### src/design/echo_range_binned_statistics_top_assert.svh
// ----------------------------------------------------------------------------
// Assertion macros for the echo range binned statistics block
// Shorthand for clocked, reset-qualified implications.
// ----------------------------------------------------------------------------
`ifndef ECHO_RANGE_BINNED_STATISTICS_TOP_ASSERT_SVH
`define ECHO_RANGE_BINNED_STATISTICS_TOP_ASSERT_SVH

// Same-cycle implication
`define ERBS_ASSERT_NOW(label, clk, rst_n, ante, cons) \
  label: assert property (@(posedge clk) disable iff (!rst_n) (ante) |-> (cons)) \
    else $error("erbs: same-cycle check failed");

// Next-cycle implication
`define ERBS_ASSERT_NEXT(label, clk, rst_n, ante, cons) \
  label: assert property (@(posedge clk) disable iff (!rst_n) (ante) |=> (cons)) \
    else $error("erbs: next-cycle check failed");

`endif

### src/design/erbs_pkg.sv
// ----------------------------------------------------------------------------
// erbs_pkg
// Types, constants and codes shared by the echo range binned statistics block.
// ----------------------------------------------------------------------------
`timescale 1ns / 1ps

package erbs_pkg;

  localparam int BIN_COUNT       = 501;
  localparam int BIN_LAST        = BIN_COUNT - 1;
  localparam int BIN_W           = $clog2(BIN_COUNT);
  localparam int ECHOES_PER_SLOT = 3;
  localparam int ECHO_MAX        = 3;

  localparam int SLOT_W   = 10;
  localparam int DATA_W   = 16;
  localparam int RBIN_W   = 9;
  localparam int SUM_W    = 48;
  localparam int SQSUM_W  = 63;
  localparam int CNT_W    = 32;
  localparam int CFG_IDX_W = 3;

  // Divide by CM_PER_BIN as multiply by a reciprocal: exact for 16-bit inputs
  localparam int CM_PER_BIN  = 100;
  localparam int DIV_SHIFT   = 24;
  localparam int DIV_RECIP_W = 18;
  localparam logic [DIV_RECIP_W-1:0] DIV_RECIP =
    DIV_RECIP_W'(((1 << DIV_SHIFT) + CM_PER_BIN - 1) / CM_PER_BIN);
  localparam int QUOT_W = 10;

  localparam logic [SLOT_W-1:0] RST_SKIP_FIRST = 10'd296;
  localparam logic [SLOT_W-1:0] RST_SKIP_LAST  = 10'd325;
  localparam logic [DATA_W-1:0] RST_LIMIT      = 16'd65533;

  typedef enum logic [CFG_IDX_W-1:0] {
    CFG_SKIP_FIRST = 3'd0,
    CFG_SKIP_LAST  = 3'd1,
    CFG_DIST_LIMIT = 3'd2,
    CFG_PEAK_LIMIT = 3'd3,
    CFG_AREA_LIMIT = 3'd4
  } erbs_cfg_idx_e;

  typedef enum logic [2:0] {
    S_CLEAR,
    S_IDLE,
    S_SEL,
    S_RD,
    S_MOD
  } erbs_state_e;

  typedef struct packed {
    logic [SLOT_W-1:0] skip_first;
    logic [SLOT_W-1:0] skip_last;
    logic [DATA_W-1:0] dist_limit;
    logic [DATA_W-1:0] peak_limit;
    logic [DATA_W-1:0] area_limit;
  } erbs_cfg_t;

  typedef struct packed {
    logic [DATA_W-1:0] distance;
    logic [DATA_W-1:0] peak;
    logic [DATA_W-1:0] area;
  } erbs_echo_t;

  typedef struct packed {
    logic                       mode;
    logic [SLOT_W-1:0]          slot;
    erbs_echo_t [ECHO_MAX-1:0]  echo;
    logic [RBIN_W-1:0]          read_bin;
  } erbs_item_t;

  typedef struct packed {
    logic             found;
    logic             rd_mode;
    erbs_echo_t       best;
    logic [BIN_W-1:0] bin;
  } erbs_pick_t;

  typedef struct packed {
    logic [SUM_W-1:0]   distance;
    logic [SUM_W-1:0]   area;
    logic [SUM_W-1:0]   peak;
    logic [SQSUM_W-1:0] area_sq;
    logic [SQSUM_W-1:0] peak_sq;
    logic [CNT_W-1:0]   count;
  } erbs_bin_t;

  typedef struct packed {
    logic              counted;
    logic [RBIN_W-1:0] bin_touched;
    erbs_bin_t         totals;
  } erbs_result_t;

endpackage

### src/design/erbs_select.sv
// ----------------------------------------------------------------------------
// erbs_select
// Echo qualification, strongest-echo pick and range-to-bin mapping.
// ----------------------------------------------------------------------------
`timescale 1ns / 1ps

module erbs_select (
  input  erbs_pkg::erbs_item_t item_i,
  input  erbs_pkg::erbs_cfg_t  cfg_i,
  output erbs_pkg::erbs_pick_t pick_o
);
  import erbs_pkg::*;

  always_comb begin
    logic                            found;
    logic                            ok;
    logic                            in_skip;
    erbs_echo_t                      best;
    logic [DATA_W+DIV_RECIP_W-1:0]   prod;
    logic [QUOT_W-1:0]               quot;
    logic [BIN_W-1:0]                acc_bin;
    logic [BIN_W-1:0]                rd_bin;

    found = 1'b0;
    best  = '0;
    for (int e = 0; e < ECHOES_PER_SLOT; e++) begin
      ok = (item_i.echo[e].distance != '0) &&
           (item_i.echo[e].distance <= cfg_i.dist_limit) &&
           (item_i.echo[e].peak != '0) && (item_i.echo[e].peak <= cfg_i.peak_limit) &&
           (item_i.echo[e].area != '0) && (item_i.echo[e].area <= cfg_i.area_limit);
      // strict compare keeps the earliest echo on a tie
      if (ok && (!found || (item_i.echo[e].peak > best.peak))) begin
        found = 1'b1;
        best  = item_i.echo[e];
      end
    end

    // an inverted range skips nothing
    in_skip = (item_i.slot >= cfg_i.skip_first) && (item_i.slot <= cfg_i.skip_last);

    prod = (DATA_W+DIV_RECIP_W)'(best.distance) * (DATA_W+DIV_RECIP_W)'(DIV_RECIP);
    quot = prod[DIV_SHIFT +: QUOT_W];

    if (DATA_W'(quot) > DATA_W'(BIN_LAST)) begin
      acc_bin = BIN_W'(BIN_LAST);
    end else begin
      acc_bin = BIN_W'(quot);
    end

    if (DATA_W'(item_i.read_bin) > DATA_W'(BIN_LAST)) begin
      rd_bin = BIN_W'(BIN_LAST);
    end else begin
      rd_bin = BIN_W'(item_i.read_bin);
    end

    pick_o.rd_mode = item_i.mode;
    pick_o.found   = found && !item_i.mode && !in_skip;
    pick_o.best    = best;
    pick_o.bin     = item_i.mode ? rd_bin : acc_bin;
  end

endmodule

### config.mk
export PLATFORM = sky130hd
export DESIGN_NAME = erbs_select
export DESIGN_NICKNAME = d
export VERILOG_FILES = /design/src/design/echo_range_binned_statistics_top_assert.svh /design/src/design/erbs_pkg.sv /design/src/design/erbs_select.sv
export SDC_FILE = /design/constraint.sdc
export NUM_CORES = 1
export LEC_CHECK = 0
export BUFFER_PORTS_ARGS = -buffer_cell sky130_fd_sc_hd__buf_2
export CORE_UTILIZATION = 40
export DETAILED_ROUTE_END_ITERATION = 8
export PLACE_DENSITY = 0.73
export SYNTH_ARGS = -nofsm -noshare
export SYNTH_HDL_FRONTEND = slang
export SYNTH_SLANG_ARGS = --single-unit
### constraint.sdc
create_clock -name vclk -period 16.55
set_input_delay 2.4825 -clock vclk [all_inputs]
set_output_delay 2.4825 -clock vclk [all_outputs]
set_load 0.01 [all_outputs]
After elaboration in Yosys (flattened, before gate mapping)
Cells that the tools add are included.

cells by class
  add/sub/neg operators = 0
  equal/unequal tests = 0
  magnitude comparators = 15
  reduce and logical (&&, ||, !) cells = 35
  divide/modulo/power cells = 0
  bitwise logic cells = 0
  muxes and demuxes = 9
  shift operators = 0
  $mul = 1

operators by type and width
  operator                  number
  $le A16 B16 Y1            9
  $mux W48                  3
  $reduce_bool A16 Y1       9
  $mul A16 B18 Y34 const B  1
  $gt A16 B16 Y1            2
  $mux W9                   3
  $logic_and A1 B1 Y1       20
  $ge A10 B10 Y1            1
  $gt A10 B9 Y1 const B     1
  $le A10 B10 Y1            1
  $gt A9 B9 Y1 const B      1
  $logic_not A1 Y1          4
  $mux W1                   3
  $logic_or A1 B1 Y1        2

storage, ports and cells
  register bits after elaboration = 0
  memory bits (writable) = 0
  bits in latches = 0
  memories = 0
  word-level logic and storage cells = 60
  input port bits = 232
  output and inout port bits = 59
  memory bits (read-only) = 0

Logic depth before layout (Yosys ltp)
Gate-level depths: netlist of the first run.

  word-level depth = 19
  depth in mapped cells = 59
  depth with buffers taken out = 54

Worst setup path after synthesis of the first run
OpenSTA, ideal clock, no wires.

  path type = input to output
  start = in cfg_i[7] in the netlist's numbering
  end = out pick_o[0] in the netlist's numbering
  buffers on the path = 5
  data arrival time = 15.092 ns
  stages on the path = 55
  setup slack = -1.025 ns
  required time = 14.067 ns
  cells stage by stage = inv_1 -> ha_1 -> a21oi_1 -> a311oi_1 -> a211o_1 -> o31a_1 -> nor4_4 -> clkbuf_1 -> clkbuf_1 -> nand2_1 -> ha_1 -> nand3_1 -> nor2_1 -> nand2_1 -> or2_2 -> o211ai_1 -> a21boi_2 -> nor2_1 -> (+19 left out) -> fa_1 -> inv_1 -> fa_1 -> inv_1 -> ha_1 -> a21o_1 -> a21o_1 -> a2111oi_0 -> o22ai_1 -> a21oi_1 -> o211ai_1 -> a21oi_1 -> a211oi_1 -> or3_1 -> and4_1 -> nand4_1 -> nor3_1 -> o32ai_1

RTL lines
  what             line               text
  start, declared  erbs_select.sv:9   input erbs_pkg::erbs_cfg_t cfg_i,
  end, declared    erbs_select.sv:10  output erbs_pkg::erbs_pick_t pick_o

==> results summary, run 1 <==
The total I/O pin count came out at 291. The total wirelength of the detailed-routed design is 47.1 mm. The number of DRC markers after the initial detailed-route iteration is 815.

The via count of the first global-routing pass was 13,853. The final cycle utilization of the critical path came out at 101%. The count of pins over their slew limit is 0.

Summing all multi-input logic gate instances after layout gives 0.0116 mm2. The setup path with the least slack is of type input port to primary output. Setup repair after global routing could not meet its margin everywhere.

Summing all non-filler instances in the final layout gives an area of 0.0170 mm2. The non-filler instance count after layout came out at 2,414. The smallest setup slack after layout came out at -0.206 ns. The netlist uses 68 different library cells. The post-placement cell area came out at 0.0152 mm2.

Max-cap violations in this run came to 0. The core area is 0.0281 mm2. The library cells used most frequently in the layout, excluding fill and tap cells, are 290 x buf_4, 284 x ha_1, 270 x buf_2. The slowest stage of the critical path is the fa_2 cell.

The number of failing hold endpoints at the final stage was 0. When the netlist entered floorplanning its net count stood at 2,122. The count of endpoints failing setup in the final report is 9. The number of antenna violations at the first check in global routing came out at 12. The post-synthesis instance total came out at 1,458.

The total congestion overflow came out at 0. The total number of nets in the final design is 2,691. The average footprint of a synthesized cell is 7.90 um2. The total area of sequential cells is 0 um2.

Dividing the detail-routed wire length by the instance count gives 19.5 um. The placement row count is 61. The DRC violation count after routing is 0. The worst max-slew margin expressed relative to the limit is 55.8%. The count of filler cells inserted in the layout is 2,431. The first global-routing pass estimated 70.7 mm of wire.

The part of the Yosys area used for sequential elements is 0%. The die covers 0.0295 mm2. Of all nets on the critical path, the largest fanout is 7.

The via total after detailed routing is 13,523. The slew at the pin closest to its max-slew limit is 0.663 ns. Input and output buffers added on the ports amount to 291.

The count of yosys warnings during synthesis came out at 0. The maximum operating frequency is 0.0597 GHz. The most common cell after layout, fill and taps aside is buf_4. The core utilization of the finished layout is 60.5%. Including well taps, the total number of placed cells is 2,342. The category of the worst setup path launch point is an input port. The overall die width came out at 172 um. The total global routing track utilization came out at 30.7%. The initial cell density of the core came out at 41.0%.

Entering global routing, the biggest net connects 64 pins. The count of TritonRoute iterations in the first routing pass came out at 5. The y dimension of the die is 172 um. The remaining antenna violation count after routing came out at 0. The arrival time at the worst endpoint came out at 14.27 ns. The routability-driven placement congestion ratio is 0.996.

The worst stage delay on the critical path came out at 0.57 ns. The checks that failed: setup timing. The cell that appears most often on the critical path is fa_1.

The worst setup path is captured at a primary output. The area overhead of the layout relative to synthesis is 47.5%. The half-perimeter wire length after placement is 39.4 mm.

For the worst setup path, the data required time is 14.07 ns. The largest total area in the synthesized netlist belongs to ha_1. The share of Yosys cell area claimed by the top area cell type came out at 35.9%. The hold buffer count at CTS is 0. By area the synthesized netlist is led by ha_1 36%, fa_1 18%, inv_1 7.9%, a21oi_1 6.9%, nand4_1 3.3%. The fraction of layout instances using a drive strength above 1 is 38.5%. The count of sequential standard cells is 0. The clock period minus worst slack is 16.76 ns. The synthesized cell area is 0.0115 mm2. The clock buffer count came out at 0.

The run finished, with violations left. The via density per instance came out at 5.60. The path class of the tightest hold or removal check is input port to primary output.
cell families after synthesis:
logic type | after synthesis | synth area share (%)
simple gates | 401 | 17.4
compound gates | 333 | 18.2
buf+inv | 270 | 8.83
fa+ha+maj | 432 | 53.6
mux | 15 | 1.42
xor+xnor | 7 | 0.532
area by class of cell:
class	instances	area share (%)
Tap cell	378	2.78
Antenna cell	11	0.162
Inverter	242	5.57
Multi-Input combinational cell	1189	68.1
Timing Repair Buffer	594	23.4
critical path, delay by kind of cell:
kind	cells	cell delay [ns]
AO/OA/AOI/OAI	23	4.49
adder cells (fa/ha/maj)	10	4.08
buffers and inverters	8	1.12
multiplexers	2	0.52
AND/OR/NAND/NOR	9	1.55
final timing paths:
check | start | end | slack [ns] | cells past startpoint
worst min-delay path | item_i[3] | pick_o[3] | 5.28 | 3
worst max-delay path | cfg_i[14] | pick_o[3] | -0.21 | 52
metrics by stage:
step	hold WS [ns]	worst slack, ns	setup TNS [ns]
finish	5.28	-0.206	-0.950
global route	5.30	-0.685	-5.35
CTS	5.28	-0.0528	-0.0528
detailed placement	5.27	-0.723	-5.99
global placement	5.28	-0.455	-3.50
floorplan	5.01	0.0186	0
layer usage:
layer | share of wire, % | vias to the layer above | global-route usage (%)
met4 | 6.0 | 4 | 15.1
met3 | 7.5 | 179 | 3.82
li1 | - | 6356 | -
met5 | 0.049 | - | 0
met2 | 50 | 624 | 57.4
met1 | 36 | 6360 | 34.0
repair_timing:
action / CTS / global route
setup buffers: 40 / 18
gates resized for setup: 147 / 105
hold endpoints to repair: 0 / 0
pin swaps: 101 / 66
cloned: 4 / 0
endpoints found under the setup margin: 9 / 9
Yosys cell counts, drive strengths merged (5+ instances only):
cell type and count:
nand2 99, xnor2 5, nor4 43, o21a 7, nand2b 6, clkbuf 24
and2 7, o211ai 10, nor3 13, a21oi 159, inv 242, a21o 41
or3 8, nand3 27, nor2b 20, o21ai 46, and4 5, nor2 98
or2 7, fa 102, ha 330, a211oi 10, mux2 11, o31a 6
nand4 60
Power of run 1 is left out: the tool's default activity adds up to more than one toggle a clock period on the data nets, which glitch-free logic cannot reach.
==> inputs of run 2 (changes only) <==
==> constraint.sdc (replaced) <==
create_clock -name vclk -period 16.55
set_input_delay 2.4825 -clock vclk [all_inputs]
set_output_delay 2.4825 -clock vclk [all_outputs]
set_load 0.02 [all_outputs]
==> run 2 against run 1 <==
Net effect: the flow still finishes with violations (setup timing); die area unchanged; first-iteration DRC count up 7.2%; critical path depth up 9; maximum frequency shrank 0.59%; flip-flop and latch count unchanged; non-clock buffer count grew 18; utilization up 0.47 points; critical path type unchanged; largest cell class unchanged; highest routed layer unchanged.
==> results summary, run 2 (synthesis gave the netlist of run 1 again) <==
The flow ran to the end, but the final reports show violations. The checks that failed: setup timing. Final hold analysis gives a worst-case slack of 5.32 ns. The total congestion overflow came out at 0.

The number of DRC markers after the initial detailed-route iteration is 874. The core area is 0.0281 mm2. Headroom to the max-slew limit came out at 39.1%. Entering global routing, the biggest net connects 38 pins. The worst hold path class is input port to primary output. Buffers inserted to repair hold after CTS numbered 0. 291 I/O pins were placed. The peak fanout along the critical path came out at 8.

The fraction of layout instances using a drive strength above 1 is 39.2%. The routability-driven placement congestion ratio came out at 0.993. The number of max-capacitance violations reported came out at 0.

Setup repair after global routing could not meet its margin everywhere. The initial utilization of the core area, before any placement, comes to 41.0%. The via density per instance is 5.49. Setup total negative slack on the finished layout was measured at -1.37 ns.

The number of failing hold endpoints at the final stage came out at 0. The kind of cell with the highest combined delay along the critical path is adder cells. Data on the critical path is required at its endpoint by 14.07 ns.

On the worst path, the slowest cell contributes a delay of 0.62 ns. The number of antenna violations at the first check in global routing is 4. The overall die width is 172 um.

The total wirelength of the detailed-routed design came out at 46.3 mm. The total number of nets in the final design is 2,708. In the finished design the tool counted flip-flops and latches totalling 0. During placement, the flow inserted port buffers numbering 291. Counting I/O delays and the setup requirement, the final critical path takes 16.86 ns. The half-perimeter wire length after placement came out at 39.4 mm. In the layout the commonest cells are 300 x buf_4, 290 x ha_1, 275 x buf_2. The smallest setup slack after layout is -0.306 ns. The total area of sequential cells came out at 0 um2. The count of filler cells inserted in the layout is 2,437. For this run, design rule violations remaining after detail routing come to 0. The area enclosed by the die boundary came out at 0.0295 mm2. Derived from the worst setup path, the maximum achievable clock frequency is 0.0593 GHz. The via total after detailed routing is 13,306. The kind of end point of the critical path is a primary output.

The final cycle utilization of the critical path is 102%. The first global-routing pass estimated 67.4 mm of wire. Relative to the synthesized area, the layout overhead comes to 48.7%. Leaving out fill and tap cells, the most frequent cell in the layout is buf_4. The clock buffer count came out at 0. In this run the remaining antenna-violating nets after routing total 0.

The most critical setup path has its startpoint at cfg_i[47]. The placement row count is 61. The launch instance of the worst min-delay path is item_i[7]. For hold timing, the worst endpoint is pick_o[7]. The total global routing track utilization is 29.6%. The number of buffer and inverter stages on the critical path is 17. The critical path in this run is classified as input port to primary output.

The worst hold path cell count is 3. The slew at the pin closest to its max-slew limit is 0.902 ns. The worst slack after detailed placement came out at -0.669 ns.

The count of endpoints failing setup in the final report is 9. The count of TritonRoute iterations in the first routing pass came out at 5. The arrival time at the worst endpoint came out at 14.37 ns.

The slowest cell on the critical path is fa_1. The worst setup path is launched from an input port. The count of pins over their slew limit was 0. The via count of the first global-routing pass is 13,088.

The die is 172 um tall. The routed length per instance is 19.1 um. The core utilization of the finished layout came out at 60.9%.
==> run 2: cell types whose count changed in the layout (fill, tap and decap cells not counted), moves of 6 or more <==
| cell | before | now |
|---|---|---|
| buf_4 | 290 | 300 |
| diode_2 | 11 | 2 |
| ha_1 | 284 | 290 |
| ha_4 | 45 | 37 |
| inv_2 | 20 | 26 |
| inv_4 | 8 | 2 |
==> run 2: layout make-up <==
class                      count  area, um2  share of cell area (%)
tap                          378        473                    2.76
multi-input combinational   1188      11600                    67.7
antenna                        2       5.00                  0.0292
inverter                     242        923                    5.39
timing repair buffer         612       4140                    24.2
==> run 2: timing repair <==
action,4_1_cts,5_1_grt
pin swaps,42,83
endpoints found under the setup margin,9,9
setup buffers,20,33
resized for setup,86,168
cloned,4,0
==> run 2: routing by layer <==
| metal | routed length, um | share of wire [%] | track usage, % |
|---|---|---|---|
| met4 | 2390 | 5.2 | 14.6 |
| met5 | 13 | 0.028 | 0 |
| met2 | 22500 | 49 | 52.3 |
| met1 | 18800 | 41 | 35.4 |
| met3 | 2660 | 5.7 | 3.22 |
==> run 2: worst max path at each step <==
stage | to | cells after the start
3_5_place_dp | pick_o[3] | 52
3_3_place_gp | pick_o[3] | 55
4_1_cts | pick_o[0] | 60
5_1_grt | pick_o[1] | 60
2_1_floorplan | pick_o[3] | 56
6_report | pick_o[1] | 61
==> run 2: metrics by stage <==
step,instances,instance area [um2]
finish,2422,17100
global route,2422,17100
CTS,2393,16200
detailed placement,2370,15500
global placement,2370,15500
floorplan,1458,11700
==> run 2: worst min-delay path, cell delays in order <==
cell	delay (ns)
buf_2	0.09
o22a_1	0.12
buf_4	0.14
Power of run 2 is left out for the same reason.
